### src/hdl/growing_stack_allocator_defines.svh
`ifndef GROWING_STACK_ALLOCATOR_DEFINES_SVH
`define GROWING_STACK_ALLOCATOR_DEFINES_SVH

// Assertion helpers for the stack allocator. They expect signals named clk and
// rst in the module that uses them.

// The consequent must hold in the same cycle as the antecedent.
`define GSA_ASSERT_NOW(label, ante, cons, msg) \
  label: assert property (@(posedge clk) disable iff (rst) (ante) |-> (cons)) \
    else $error(msg);

// The consequent must hold in the cycle after the antecedent.
`define GSA_ASSERT_NEXT(label, ante, cons, msg) \
  label: assert property (@(posedge clk) disable iff (rst) (ante) |=> (cons)) \
    else $error(msg);

`endif

### src/hdl/gsa_pkg.sv
package gsa_pkg;

  // Default values of the top level parameters.
  localparam int ADDR_BITS_DEF    = 32;
  localparam int STACK_DEPTH_DEF  = 64;
  localparam int HEADER_BYTES_DEF = 8;

  // Fixed widths of the ports.
  localparam int FIELD_W = 32;
  localparam int LOG_W   = 5;
  localparam int PADDR_W = 4;

  typedef enum logic [1:0] {
    KIND_ALLOC = 2'd0,
    KIND_FREE  = 2'd1,
    KIND_PURGE = 2'd2,
    KIND_NOP   = 2'd3
  } kind_t;

  typedef enum logic [1:0] {
    ST_OK     = 2'd0,
    ST_BEYOND = 2'd1,
    ST_ORDER  = 2'd2,
    ST_DEPTH  = 2'd3
  } status_t;

  typedef struct packed {
    logic push;
    logic pop;
  } stack_op_t;

  typedef struct packed {
    logic empty;
    logic full;
  } stack_flags_t;

  // Width of the unwrapped sums (block end, grown commit end). Wide enough that
  // no carry is lost, but never past 64 bits where the address itself wraps.
  function automatic int ext_bits(input int addr_bits);
    int w;
    w = addr_bits + 2;
    if (w < 35) w = 35;
    if (w > 64) w = 64;
    return w;
  endfunction

endpackage

### src/hdl/gsa_cfg.sv
module gsa_cfg import gsa_pkg::*; (
  input  logic               clk,
  input  logic               rst,
  input  logic               psel,
  input  logic               penable,
  input  logic               pwrite,
  input  logic [PADDR_W-1:0] paddr,
  input  logic [FIELD_W-1:0] pwdata,
  output logic [FIELD_W-1:0] prdata,
  output logic               pready,
  output logic [FIELD_W-1:0] region_base,
  output logic [FIELD_W-1:0] region_size,
  output logic [LOG_W-1:0]   grain_log2
);

  localparam logic [1:0] REG_BASE  = 2'd0;
  localparam logic [1:0] REG_SIZE  = 2'd1;
  localparam logic [1:0] REG_GRAIN = 2'd2;

  localparam logic [LOG_W-1:0] GRAIN_RESET = LOG_W'(16);

  logic [1:0] reg_idx;
  logic       wr_en;

  assign reg_idx = paddr[PADDR_W-1:2];
  assign wr_en   = psel && penable && pwrite;
  assign pready  = 1'b1;

  always_ff @(posedge clk) begin
    if (rst) begin
      region_base <= '0;
      region_size <= '0;
      grain_log2  <= GRAIN_RESET;
    end else if (wr_en) begin
      case (reg_idx)
        REG_BASE:  region_base <= pwdata;
        REG_SIZE:  region_size <= pwdata;
        REG_GRAIN: grain_log2  <= pwdata[LOG_W-1:0];
        default: ;
      endcase
    end
  end

  always_comb begin
    case (reg_idx)
      REG_BASE:  prdata = region_base;
      REG_SIZE:  prdata = region_size;
      REG_GRAIN: prdata = FIELD_W'(grain_log2);
      default:   prdata = '0;
    endcase
  end

endmodule

### src/hdl/gsa_prep.sv
module gsa_prep import gsa_pkg::*; #(
  parameter int ADDR_BITS    = ADDR_BITS_DEF,
  parameter int HEADER_BYTES = HEADER_BYTES_DEF
) (
  input  logic                                clk,
  input  logic                                rst,
  input  logic                                in_fire,
  input  logic                                advance,
  input  logic [1:0]                          kind,
  input  logic [FIELD_W-1:0]                  req_size,
  input  logic [LOG_W-1:0]                    align_log2,
  input  logic [FIELD_W-1:0]                  align_offset,
  input  logic [FIELD_W-1:0]                  free_addr,
  input  logic [FIELD_W-1:0]                  region_base,
  input  logic [LOG_W-1:0]                    grain_log2,
  output logic                                s1_valid,
  output kind_t                               s1_kind,
  output logic [ADDR_BITS-1:0]                s1_neg_bias,
  output logic [ADDR_BITS-1:0]                s1_align_mask,
  output logic [ext_bits(ADDR_BITS)-1:0]      s1_total,
  output logic [ext_bits(ADDR_BITS)-1:0]      s1_need,
  output logic [FIELD_W-1:0]                  s1_free_addr
);

  localparam int EXT = ext_bits(ADDR_BITS);

  logic [ADDR_BITS-1:0] base_a;
  logic [ADDR_BITS-1:0] off_a;
  logic [ADDR_BITS-1:0] hdr_a;
  logic [ADDR_BITS-1:0] neg_bias;
  logic [ADDR_BITS-1:0] align_mask;
  logic [EXT-1:0]       total;
  logic [EXT-1:0]       grain_mask;
  logic [EXT-1:0]       need;

  // Everything here is independent of the allocator state, so it is worked
  // out ahead of the state update.
  assign base_a     = ADDR_BITS'(region_base);
  assign off_a      = ADDR_BITS'(align_offset);
  assign hdr_a      = ADDR_BITS'(HEADER_BYTES);
  assign neg_bias   = -(base_a + off_a + hdr_a);
  assign align_mask = ~({ADDR_BITS{1'b1}} << align_log2);
  assign total      = EXT'(req_size) + EXT'(HEADER_BYTES);
  assign grain_mask = ~({EXT{1'b1}} << grain_log2);
  assign need       = (total + grain_mask) & ~grain_mask;

  always_ff @(posedge clk) begin
    if (rst) begin
      s1_valid <= 1'b0;
    end else if (in_fire) begin
      s1_valid <= 1'b1;
    end else if (advance) begin
      s1_valid <= 1'b0;
    end
  end

  always_ff @(posedge clk) begin
    if (in_fire) begin
      s1_kind       <= kind_t'(kind);
      s1_neg_bias   <= neg_bias;
      s1_align_mask <= align_mask;
      s1_total      <= total;
      s1_need       <= need;
      s1_free_addr  <= free_addr;
    end
  end

endmodule

### src/hdl/gsa_stack.sv
`include "growing_stack_allocator_defines.svh"

module gsa_stack import gsa_pkg::*; #(
  parameter int ADDR_BITS   = ADDR_BITS_DEF,
  parameter int STACK_DEPTH = STACK_DEPTH_DEF
) (
  input  logic                 clk,
  input  logic                 rst,
  input  stack_op_t            op,
  input  logic [ADDR_BITS-1:0] push_top,
  input  logic [ADDR_BITS-1:0] push_addr,
  output stack_flags_t         flags,
  output logic [ADDR_BITS-1:0] top_saved,
  output logic [ADDR_BITS-1:0] top_issued
);

  localparam int IW = $clog2(STACK_DEPTH);
  localparam int CW = $clog2(STACK_DEPTH + 1);

  logic [CW-1:0]        live_count;
  logic [CW-1:0]        live_count_next;
  logic [IW-1:0]        wr_idx;
  logic [IW-1:0]        rd_idx;
  logic [ADDR_BITS-1:0] saved_mem  [STACK_DEPTH];
  logic [ADDR_BITS-1:0] issued_mem [STACK_DEPTH];

  always_comb begin
    live_count_next = live_count;
    if (op.push) begin
      live_count_next = live_count + 1'b1;
    end else if (op.pop) begin
      live_count_next = live_count - 1'b1;
    end
  end

  assign wr_idx      = live_count[IW-1:0];
  assign rd_idx      = IW'(live_count_next - 1'b1);
  assign flags.full  = (live_count == CW'(STACK_DEPTH));
  assign flags.empty = (live_count == '0);

  always_ff @(posedge clk) begin
    if (rst) begin
      live_count <= '0;
    end else begin
      live_count <= live_count_next;
    end
  end

  always_ff @(posedge clk) begin
    if (op.push) begin
      saved_mem[wr_idx]  <= push_top;
      issued_mem[wr_idx] <= push_addr;
    end
  end

  // The newest entry is kept in registers, read ahead at the next count. A push
  // writes the very entry that becomes the newest, so it is forwarded.
  always_ff @(posedge clk) begin
    if (op.push) begin
      top_saved  <= push_top;
      top_issued <= push_addr;
    end else begin
      top_saved  <= saved_mem[rd_idx];
      top_issued <= issued_mem[rd_idx];
    end
  end

  `GSA_ASSERT_NOW(a_push_not_full, op.push, !flags.full, "push into a full stack")
  `GSA_ASSERT_NOW(a_pop_not_empty, op.pop, !flags.empty, "pop from an empty stack")
  `GSA_ASSERT_NEXT(a_push_count, op.push, live_count == CW'($past(live_count) + 1'b1), "count did not grow on push")
  `GSA_ASSERT_NEXT(a_push_forward, op.push, top_issued == $past(push_addr), "newest entry not forwarded")

endmodule

### src/hdl/gsa_core.sv
module gsa_core import gsa_pkg::*; #(
  parameter int ADDR_BITS    = ADDR_BITS_DEF,
  parameter int HEADER_BYTES = HEADER_BYTES_DEF
) (
  input  logic                           clk,
  input  logic                           rst,
  input  logic                           fire,
  input  logic                           rsp_ready,
  input  kind_t                          s1_kind,
  input  logic [ADDR_BITS-1:0]           s1_neg_bias,
  input  logic [ADDR_BITS-1:0]           s1_align_mask,
  input  logic [ext_bits(ADDR_BITS)-1:0] s1_total,
  input  logic [ext_bits(ADDR_BITS)-1:0] s1_need,
  input  logic [FIELD_W-1:0]             s1_free_addr,
  input  logic [FIELD_W-1:0]             region_base,
  input  logic [FIELD_W-1:0]             region_size,
  input  logic [LOG_W-1:0]               grain_log2,
  input  stack_flags_t                   flags,
  input  logic [ADDR_BITS-1:0]           top_saved,
  input  logic [ADDR_BITS-1:0]           top_issued,
  output stack_op_t                      op,
  output logic [ADDR_BITS-1:0]           push_top,
  output logic [ADDR_BITS-1:0]           push_addr,
  output logic                           rsp_valid,
  output logic [FIELD_W-1:0]             user_addr,
  output logic [1:0]                     status,
  output logic [FIELD_W-1:0]             committed_bytes,
  output logic [FIELD_W-1:0]             used_bytes
);

  localparam int EXT = ext_bits(ADDR_BITS);

  logic [ADDR_BITS-1:0] top_offset;
  logic [ADDR_BITS-1:0] top_offset_next;
  logic [ADDR_BITS-1:0] committed_end;
  logic [ADDR_BITS-1:0] committed_end_next;

  logic [ADDR_BITS-1:0] base_a;
  logic [ADDR_BITS-1:0] pad;
  logic [ADDR_BITS-1:0] new_top;
  logic [ADDR_BITS-1:0] uaddr;
  logic [EXT-1:0]       block_end;
  logic [EXT-1:0]       grow_sum;
  logic                 grow_ok;
  logic                 passes;
  logic                 beyond;
  logic [ADDR_BITS-1:0] abs_top;
  logic [ADDR_BITS-1:0] grain_mask;
  logic [ADDR_BITS-1:0] purge_end;

  stack_op_t            op_raw;
  status_t              st;
  logic [ADDR_BITS-1:0] ua;

  assign base_a = ADDR_BITS'(region_base);

  // Padding that brings base + top + offset + header up to the alignment.
  assign pad       = (s1_neg_bias - top_offset) & s1_align_mask;
  assign new_top   = top_offset + pad;
  assign uaddr     = base_a + ADDR_BITS'(HEADER_BYTES) + new_top;
  assign block_end = EXT'(new_top) + s1_total;

  // Growth of the committed end does not depend on the new top.
  assign grow_sum = EXT'(committed_end) + s1_need;
  assign grow_ok  = (grow_sum <= EXT'(region_size));
  assign passes   = (block_end > EXT'(committed_end));
  assign beyond   = passes && (!grow_ok || (block_end > grow_sum));

  assign abs_top    = base_a + top_offset;
  assign grain_mask = ~({ADDR_BITS{1'b1}} << grain_log2);
  assign purge_end  = ((abs_top + grain_mask) & ~grain_mask) - base_a;

  always_comb begin
    top_offset_next    = top_offset;
    committed_end_next = committed_end;
    op_raw             = '0;
    st                 = ST_OK;
    ua                 = '0;
    case (s1_kind)
      KIND_ALLOC: begin
        if (flags.full) begin
          st = ST_DEPTH;
        end else begin
          op_raw.push     = 1'b1;
          ua              = uaddr;
          top_offset_next = block_end[ADDR_BITS-1:0];
          if (passes && grow_ok) begin
            committed_end_next = grow_sum[ADDR_BITS-1:0];
          end
          if (beyond) begin
            st = ST_BEYOND;
          end
        end
      end
      KIND_FREE: begin
        if (flags.empty) begin
          st = ST_DEPTH;
        end else if (FIELD_W'(top_issued) != s1_free_addr) begin
          st = ST_ORDER;
        end else begin
          op_raw.pop      = 1'b1;
          top_offset_next = top_saved;
        end
      end
      KIND_PURGE: begin
        committed_end_next = purge_end;
      end
      default: ;
    endcase
  end

  assign op        = fire ? op_raw : '0;
  assign push_top  = top_offset;
  assign push_addr = uaddr;

  always_ff @(posedge clk) begin
    if (rst) begin
      top_offset    <= '0;
      committed_end <= '0;
    end else if (fire) begin
      top_offset    <= top_offset_next;
      committed_end <= committed_end_next;
    end
  end

  always_ff @(posedge clk) begin
    if (rst) begin
      rsp_valid <= 1'b0;
    end else if (fire) begin
      rsp_valid <= 1'b1;
    end else if (rsp_ready) begin
      rsp_valid <= 1'b0;
    end
  end

  always_ff @(posedge clk) begin
    if (fire) begin
      user_addr       <= FIELD_W'(ua);
      status          <= st;
      committed_bytes <= FIELD_W'(committed_end_next);
      used_bytes      <= FIELD_W'(top_offset_next);
    end
  end

endmodule

### src/hdl/growing_stack_allocator.sv
// LIFO stack allocator over a reserved address region whose committed part
// grows in steps of a power-of-two granule. Each request beat is an allocate,
// a free, a purge or a no-op, and each one answers with exactly one result
// beat. The block takes one request per clock cycle when the result side
// keeps up. The request register holds the request together with the
// parts that do not depend on the allocator state (header bias, rounded
// growth size, alignment mask). When the request executes, the top and the
// committed end are updated in one step and the result register is loaded,
// so that loop through the top register and the commit register is
// what fixes the rate at one request per cycle. A result register and a
// request register both hold beats, so a new request is accepted while a
// finished result still waits for rsp_ready. The stack of saved tops and
// issued addresses is a memory with one write and one registered read port;
// its newest entry is kept read ahead, so a free checks its pointer without
// waiting. There is no clearing pass after reset: only entries below the live
// count are ever looked at. Configuration registers sit on the APB port at
// byte addresses 0 (region base), 4 (region size) and 8 (log2 of the commit
// granule, reset 16); write them only while no request is in flight.
module growing_stack_allocator import gsa_pkg::*; #(
  parameter int ADDR_BITS    = ADDR_BITS_DEF,
  parameter int STACK_DEPTH  = STACK_DEPTH_DEF,
  parameter int HEADER_BYTES = HEADER_BYTES_DEF
) (
  input  logic               clk,
  input  logic               rst,
  // Configuration port.
  input  logic               psel,
  input  logic               penable,
  input  logic               pwrite,
  input  logic [PADDR_W-1:0] paddr,
  input  logic [FIELD_W-1:0] pwdata,
  output logic [FIELD_W-1:0] prdata,
  output logic               pready,
  // Request channel.
  input  logic               req_valid,
  output logic               req_ready,
  input  logic [1:0]         kind,
  input  logic [FIELD_W-1:0] req_size,
  input  logic [LOG_W-1:0]   align_log2,
  input  logic [FIELD_W-1:0] align_offset,
  input  logic [FIELD_W-1:0] free_addr,
  // Result channel.
  output logic               rsp_valid,
  input  logic               rsp_ready,
  output logic [FIELD_W-1:0] user_addr,
  output logic [1:0]         status,
  output logic [FIELD_W-1:0] committed_bytes,
  output logic [FIELD_W-1:0] used_bytes
);

  localparam int EXT = ext_bits(ADDR_BITS);

  logic [FIELD_W-1:0]   region_base;
  logic [FIELD_W-1:0]   region_size;
  logic [LOG_W-1:0]     grain_log2;

  logic                 s1_valid;
  kind_t                s1_kind;
  logic [ADDR_BITS-1:0] s1_neg_bias;
  logic [ADDR_BITS-1:0] s1_align_mask;
  logic [EXT-1:0]       s1_total;
  logic [EXT-1:0]       s1_need;
  logic [FIELD_W-1:0]   s1_free_addr;

  stack_op_t            op;
  stack_flags_t         flags;
  logic [ADDR_BITS-1:0] push_top;
  logic [ADDR_BITS-1:0] push_addr;
  logic [ADDR_BITS-1:0] top_saved;
  logic [ADDR_BITS-1:0] top_issued;

  logic                 fire;
  logic                 in_fire;

  // A registered request executes whenever the result register is empty or
  // is being emptied in this cycle. The request register then frees up, so a
  // new beat can be taken in the same cycle.
  assign fire      = s1_valid && (!rsp_valid || rsp_ready);
  assign req_ready = !s1_valid || fire;
  assign in_fire   = req_valid && req_ready;

  gsa_cfg u_cfg (
    .clk         (clk),
    .rst         (rst),
    .psel        (psel),
    .penable     (penable),
    .pwrite      (pwrite),
    .paddr       (paddr),
    .pwdata      (pwdata),
    .prdata      (prdata),
    .pready      (pready),
    .region_base (region_base),
    .region_size (region_size),
    .grain_log2  (grain_log2)
  );

  gsa_prep #(
    .ADDR_BITS    (ADDR_BITS),
    .HEADER_BYTES (HEADER_BYTES)
  ) u_prep (
    .clk           (clk),
    .rst           (rst),
    .in_fire       (in_fire),
    .advance       (fire),
    .kind          (kind),
    .req_size      (req_size),
    .align_log2    (align_log2),
    .align_offset  (align_offset),
    .free_addr     (free_addr),
    .region_base   (region_base),
    .grain_log2    (grain_log2),
    .s1_valid      (s1_valid),
    .s1_kind       (s1_kind),
    .s1_neg_bias   (s1_neg_bias),
    .s1_align_mask (s1_align_mask),
    .s1_total      (s1_total),
    .s1_need       (s1_need),
    .s1_free_addr  (s1_free_addr)
  );

  gsa_stack #(
    .ADDR_BITS   (ADDR_BITS),
    .STACK_DEPTH (STACK_DEPTH)
  ) u_stack (
    .clk        (clk),
    .rst        (rst),
    .op         (op),
    .push_top   (push_top),
    .push_addr  (push_addr),
    .flags      (flags),
    .top_saved  (top_saved),
    .top_issued (top_issued)
  );

  gsa_core #(
    .ADDR_BITS    (ADDR_BITS),
    .HEADER_BYTES (HEADER_BYTES)
  ) u_core (
    .clk             (clk),
    .rst             (rst),
    .fire            (fire),
    .rsp_ready       (rsp_ready),
    .s1_kind         (s1_kind),
    .s1_neg_bias     (s1_neg_bias),
    .s1_align_mask   (s1_align_mask),
    .s1_total        (s1_total),
    .s1_need         (s1_need),
    .s1_free_addr    (s1_free_addr),
    .region_base     (region_base),
    .region_size     (region_size),
    .grain_log2      (grain_log2),
    .flags           (flags),
    .top_saved       (top_saved),
    .top_issued      (top_issued),
    .op              (op),
    .push_top        (push_top),
    .push_addr       (push_addr),
    .rsp_valid       (rsp_valid),
    .user_addr       (user_addr),
    .status          (status),
    .committed_bytes (committed_bytes),
    .used_bytes      (used_bytes)
  );

endmodule
### config.mk
export PLATFORM = sky130hd
export DESIGN_NAME = growing_stack_allocator
export DESIGN_NICKNAME = d
export VERILOG_FILES = /design/src/hdl/gsa_pkg.sv /design/src/hdl/gsa_cfg.sv /design/src/hdl/gsa_prep.sv /design/src/hdl/gsa_stack.sv /design/src/hdl/gsa_core.sv /design/src/hdl/growing_stack_allocator.sv
export VERILOG_INCLUDE_DIRS = /design/src /design/src/hdl
export SDC_FILE = /design/constraint.sdc
export NUM_CORES = 2
export LEC_CHECK = 0
export BUFFER_PORTS_ARGS = -buffer_cell sky130_fd_sc_hd__clkbuf_2
export CELL_PAD_IN_SITES_DETAIL_PLACEMENT = 1
export CELL_PAD_IN_SITES_GLOBAL_PLACEMENT = 1
export CORE_MARGIN = 8
export CORE_UTILIZATION = 45
export CTS_CLUSTER_SIZE = 20
export DETAILED_ROUTE_END_ITERATION = 10
export HOLD_SLACK_MARGIN = 0.12
export PLACE_DENSITY = 0.78
export SLEW_MARGIN = 10
export SYNTH_ARGS = -nofsm -noshare
export SYNTH_HDL_FRONTEND = slang
export SYNTH_SLANG_ARGS = --single-unit
### constraint.sdc
create_clock -name clk -period 17.05 [get_ports clk]
set_input_delay 3.41 -clock clk [delete_from_list [all_inputs] [get_ports clk]]
set_output_delay 3.41 -clock clk [all_outputs]
set_load 0.01 [all_outputs]
==> impl_results.rst <==
.. list-table::
   :header-rows: 1

   * - Metric
     - Value
   * - Number of hold buffers added after cts
     - 0
   * - Register bit count reported by yosys
     - 4505
   * - Routed WL per cell
     - 38.5 µm
   * - Antenna violations before repair
     - 59
   * - Async set-reset flop share out of synthesis
     - 0%
   * - Number of search-and-repair iterations in the first detailed-routing pass
     - 8
   * - Hold path cells
     - 2
   * - Setup repair after global routing missed its margin
     - no
   * - EDFF count, synth
     - 4357
   * - Setup Viol. Count Final
     - 0
   * - Detail Route Antenna Nets
     - 0
   * - Arrival time of the worst setup path
     - 14.27 ns
   * - Via total after detailed routing
     - 111000
   * - H-tree lvl count
     - 5
   * - Highest fanout seen on the critical path
     - 68
   * - Final hold viol count
     - 0
   * - Die Wd
     - ~670 µm
   * - Layout area overhead
     - 12.8%
   * - Total count of max-transition violations in the final report
     - 0
   * - Cell with the largest stage delay on the worst path
     - sky130_fd_sc_hd__dfxtp_2
   * - Worst hold endpoint
     - u_cfg.region_size[6]
   * - Clock input transition at the sequential cells of the worst setup and hold paths
     - 0.07 ns
   * - WS Path Type
     - reg2reg
   * - Die Area
     - about 0.44 mm²
   * - Post-cts sizing count
     - 0
   * - CTS tree
     - yes
   * - Total wire length after detailed routing
     - about 650000 µm
   * - Total number of placement rows
     - about 240
   * - Class of the tightest hold or removal check
     - reg2reg
   * - Hold_ws
     - 0.481 ns
   * - Worst vdd ir
     - 0.000163 V
   * - Post-synthesis instance area
     - 0.190 mm²
   * - Global-route wire length before repair
     - 889000 µm
   * - Register area share after synthesis
     - a little over two thirds
   * - Layout cell share with drive strength beyond 1
     - 23.0%
   * - Buffers added on ports
     - 274
   * - Adder-cell area share of the yosys netlist
     - 3.30%
   * - Count of distinct cell types in the synthesized netlist
     - between 80 and 90
   * - Mapped Nets
     - 10900
   * - Cell class contributing the biggest share of worst-path delay
     - compound AO/OA/AOI/OAI gates
   * - CP endpoint kind
     - flop
   * - Placed cell count
     - 16000
   * - Worst path bufs/invs
     - 3
   * - Top cell type's share of synthesized area
     - 68.9%
   * - Number of global-route vias before repair
     - 114000
   * - Highest achievable clock rate
     - 74.9 MHz
   * - Area fraction in and, or, nand and nor cells after synthesis
     - 3.64%
   * - Clock insertion delay at the later pin of the skew report
     - 1.04 ns
   * - Via density per instance
     - 6.61
   * - Starting density of the core
     - around 45%
   * - Register-to-register setup slack
     - between 3 and 4 ns
   * - FF-to-FF path depth
     - 40
   * - Yosys synthesis warning count
     - 0
   * - # IOs
     - 279
   * - Synth top area cells
     - sky130_fd_sc_hd__edfxtp_1 69%, sky130_fd_sc_hd__mux4_2 13%, sky130_fd_sc_hd__ha_1 2.9%
   * - Clock buffer count from CTS
     - 435
   * - Worst Skew
     - ~0.12 ns
   * - Startpoint type of the worst setup path
     - flop
   * - GR Overflow Total
     - 0
   * - FF-to-FF Start
     - u_core.push_top[1]
   * - Cell count after synthesis
     - 10200
   * - Multi-input combinational cell area
     - roughly 0.054 mm²
   * - Compound-gate portion of the synthesized area
     - 4.60%
   * - MaxCap Viol Count
     - 0
   * - Data required time at the worst endpoint
     - 17.98 ns
   * - Pin count of the biggest net entering global routing
     - roughly 150
   * - Number of setup buffers added after CTS
     - 0
   * - Synth Area in XOR/XNOR
     - 1.53%
   * - Relative slew slack
     - 4.56%
   * - DRC violations left
     - 0
   * - Total Neg Setup Slack
     - 0 ns
   * - Predominant post-synthesis flop cell
     - sky130_fd_sc_hd__edfxtp_1
   * - Longest Clk Path Bufs
     - 4
   * - Final std cells w/o fill
     - 16900
   * - Top cell by count, worst path
     - sky130_fd_sc_hd__a21o_1
   * - Vertical extent of the die
     - between 600 and 700 µm
   * - Largest family of logic cells by synthesized area
     - multiplexers
   * - Cell type with the highest aggregate area in the netlist
     - sky130_fd_sc_hd__edfxtp_1
   * - Outcome
     - completed
   * - First-iteration detailed-routing DRC count
     - roughly 18000
   * - HPWL after detailed placement
     - 389000 µm
   * - Mean area per synthesized cell
     - 18.5 µm²
   * - Leakage power
     - 72.7 nW
   * - Layout fillers
     - a little under 40000
   * - Portion of netlist area occupied by mux cells
     - 14.7%
   * - Clock period minus final worst setup slack
     - 13.34 ns
   * - Cell area power density
     - 126 mW/mm²
   * - # nets final
     - 11500
   * - Worst path max stage delay
     - 1.17 ns
   * - Clock Root Buffer
     - sky130_fd_sc_hd__clkbuf_16
   * - Clock net sink count
     - 4505
   * - Hold wc startpoint
     - u_cfg.region_size[6]
   * - Area taken by flip-flops and latches
     - 0.134 mm²
   * - Measured slew at the worst slew-check pin
     - 1.43 ns
   * - Total GRT Usage
     - 28.4%
   * - Post-route fraction of the period consumed by the critical path
     - 78.3%
   * - Final cell utilization of the core
     - 51.0%
   * - Terminus of the critical flop-to-flop path
     - u_core.committed_end[29]
   * - Routability Congestion
     - ~0.94
   * - Core Area
     - between 0.4 and 0.5 mm²
[cells in the final DEF, fill, tap and decap left out, types with 33 or more instances in the layout]
cell type,Yosys,final
sky130_fd_sc_hd__nor2_1,425,359
sky130_fd_sc_hd__a21o_1,131,131
sky130_fd_sc_hd__o21bai_1,43,43
sky130_fd_sc_hd__bufinv_16,0,42
sky130_fd_sc_hd__xnor2_1,221,204
sky130_fd_sc_hd__buf_4,35,309
sky130_fd_sc_hd__mux2_2,35,35
sky130_fd_sc_hd__clkbuf_1,209,102
sky130_fd_sc_hd__ha_1,436,434
sky130_fd_sc_hd__a21oi_1,345,344
sky130_fd_sc_hd__a22oi_1,159,159
sky130_fd_sc_hd__nand2b_1,63,62
sky130_fd_sc_hd__fa_1,40,39
sky130_fd_sc_hd__nor3_1,67,66
sky130_fd_sc_hd__mux2i_1,258,258
sky130_fd_sc_hd__clkbuf_16,0,444
sky130_fd_sc_hd__xor2_1,108,96
sky130_fd_sc_hd__clkinv_2,0,80
sky130_fd_sc_hd__nand4_1,74,74
sky130_fd_sc_hd__o22ai_1,66,66
sky130_fd_sc_hd__edfxtp_1,4357,4357
sky130_fd_sc_hd__mux4_2,1104,1104
sky130_fd_sc_hd__nand2_1,366,366
sky130_fd_sc_hd__dfxtp_1,148,111
sky130_fd_sc_hd__a211oi_1,57,57
sky130_fd_sc_hd__clkbuf_2,0,273
sky130_fd_sc_hd__o21ai_0,171,171
sky130_fd_sc_hd__inv_1,360,358
sky130_fd_sc_hd__nor2_4,0,64
sky130_fd_sc_hd__nor2b_1,75,73
sky130_fd_sc_hd__o211ai_1,33,33
sky130_fd_sc_hd__clkinv_1,0,80
sky130_fd_sc_hd__and3_1,42,41
sky130_fd_sc_hd__nand3_1,114,114
sky130_fd_sc_hd__and2_1,76,74
sky130_fd_sc_hd__o21a_1,45,45
[layout make-up]
| cell class | instances | area share, % |
|---|---|---|
| Sequential cell | 4505 | 62.5 |
| Clock buffer | 556 | 5.43 |
| Antenna cell | 22 | 0.0257 |
| Multi-Input combinational cell | 4934 | 25.0 |
| Clock inverter | 251 | 1.20 |
| Timing Repair Buffer | 597 | 1.86 |
| Inverter | 364 | 0.646 |
| Tap cell | 5640 | 3.30 |
[metal layers]
layer  part of all wire, %  routed length [µm]  track usage (%)
met5                 0.011                  69                0
met4                   7.1               46200             15.9
met3                    12               77100             6.04
met2                    46              300000             45.6
met1                    35              225000             36.2
[worst reg2reg max path, delay by kind of cell, from the launching register on]
kind                       cells  cell delay, ns
DFF                            1            1.17
xor gates and xnor gates       3            1.02
adders and majority gates      4            1.39
buffers and inverters          3            0.76
and+or+nand+nor                7            2.28
AOI/OAI and AO/OA             23            6.63
[cell families after synthesis]
| kind of cell | Yosys count |
|---|---|
| compound gates | 1297 |
| mux | 1397 |
| buf+inv | 794 |
| simple gates | 1433 |
| xor+xnor | 330 |
| flops | 4505 |
| other cells | 1 |
| fa+ha+maj | 476 |
[stage by stage]
stage | setup slack (ns) | power, mW | cell area (µm²)
detailed placement | 3.85 | 17.3 | 200000
CTS | 3.72 | 26.9 | 214000
finish | 3.71 | 27.0 | 214000
global placement | 4.07 | 17.1 | 200000
floorplan | 5.95 | 15.6 | 190000
global route | 3.07 | 27.5 | 214000
[worst max path at each step]
stage	start	to	slack, ns	cells past startpoint
CTS	u_core.push_top[1]	u_core.committed_end[29]	3.72	40
detailed placement	u_core.push_top[1]	u_core.committed_end[29]	3.85	40
floorplan	rsp_ready	u_stack.issued_mem[63][0]	5.95	6
finish	u_core.push_top[1]	u_core.committed_end[29]	3.71	40
global placement	u_core.push_top[1]	u_core.committed_end[29]	4.07	40
global route	u_core.push_top[1]	u_core.committed_end[29]	3.07	40
[where the power goes]
group / switching, mW / internal [mW]
sequential: 0.101 / 13.0
clock: 4.31 / 5.47
combinational: 2.88 / 1.28
total: 7.29 / 19.7
[synth_stat cells (15+ instances only)]
library cell	number
sky130_fd_sc_hd__edfxtp_1	4357
sky130_fd_sc_hd__mux4_2	1104
sky130_fd_sc_hd__ha_1	436
sky130_fd_sc_hd__nor2_1	425
sky130_fd_sc_hd__nand2_1	366
sky130_fd_sc_hd__inv_1	360
sky130_fd_sc_hd__a21oi_1	345
sky130_fd_sc_hd__mux2i_1	258
sky130_fd_sc_hd__xnor2_1	221
sky130_fd_sc_hd__clkbuf_1	209
sky130_fd_sc_hd__o21ai_0	171
sky130_fd_sc_hd__a22oi_1	159
sky130_fd_sc_hd__dfxtp_1	148
sky130_fd_sc_hd__a21o_1	131
sky130_fd_sc_hd__buf_2	127
sky130_fd_sc_hd__nand3_1	114
sky130_fd_sc_hd__xor2_1	108
sky130_fd_sc_hd__and2_1	76
sky130_fd_sc_hd__nor2b_1	75
sky130_fd_sc_hd__nand4_1	74
sky130_fd_sc_hd__nor3_1	67
sky130_fd_sc_hd__o22ai_1	66
sky130_fd_sc_hd__nand2b_1	63
sky130_fd_sc_hd__a211oi_1	57
sky130_fd_sc_hd__buf_1	48
sky130_fd_sc_hd__o21a_1	45
sky130_fd_sc_hd__o21bai_1	43
sky130_fd_sc_hd__and3_1	42
sky130_fd_sc_hd__fa_1	40
sky130_fd_sc_hd__buf_4	35
sky130_fd_sc_hd__mux2_2	35
sky130_fd_sc_hd__o211ai_1	33
sky130_fd_sc_hd__o2bb2ai_1	28
sky130_fd_sc_hd__a31oi_1	27
sky130_fd_sc_hd__or3_1	26
sky130_fd_sc_hd__nor4_1	21
sky130_fd_sc_hd__o221ai_2	19
sky130_fd_sc_hd__o31ai_1	19
sky130_fd_sc_hd__or2_2	19
sky130_fd_sc_hd__a21boi_0	15
[sequential cells by signal (all words and copies together), names as in the netlist, 5 cells and up, named ones only]
signal                  count
u_core.used_bytes          32
u_core.user_addr           32
u_cfg.grain_log2            5
u_cfg.region_size          32
u_prep.s1_total            33
u_prep.s1_need             34
u_core.push_top            32
u_cfg.region_base          32
u_prep.s1_neg_bias         31
u_stack.saved_mem        2048
u_prep.s1_align_mask       31
u_core.committed_bytes     32
u_core.committed_end       32
u_prep.s1_free_addr        32
u_stack.live_count          7
u_stack.issued_mem       2048
Note: power is estimated with default switching activity, not from simulation.
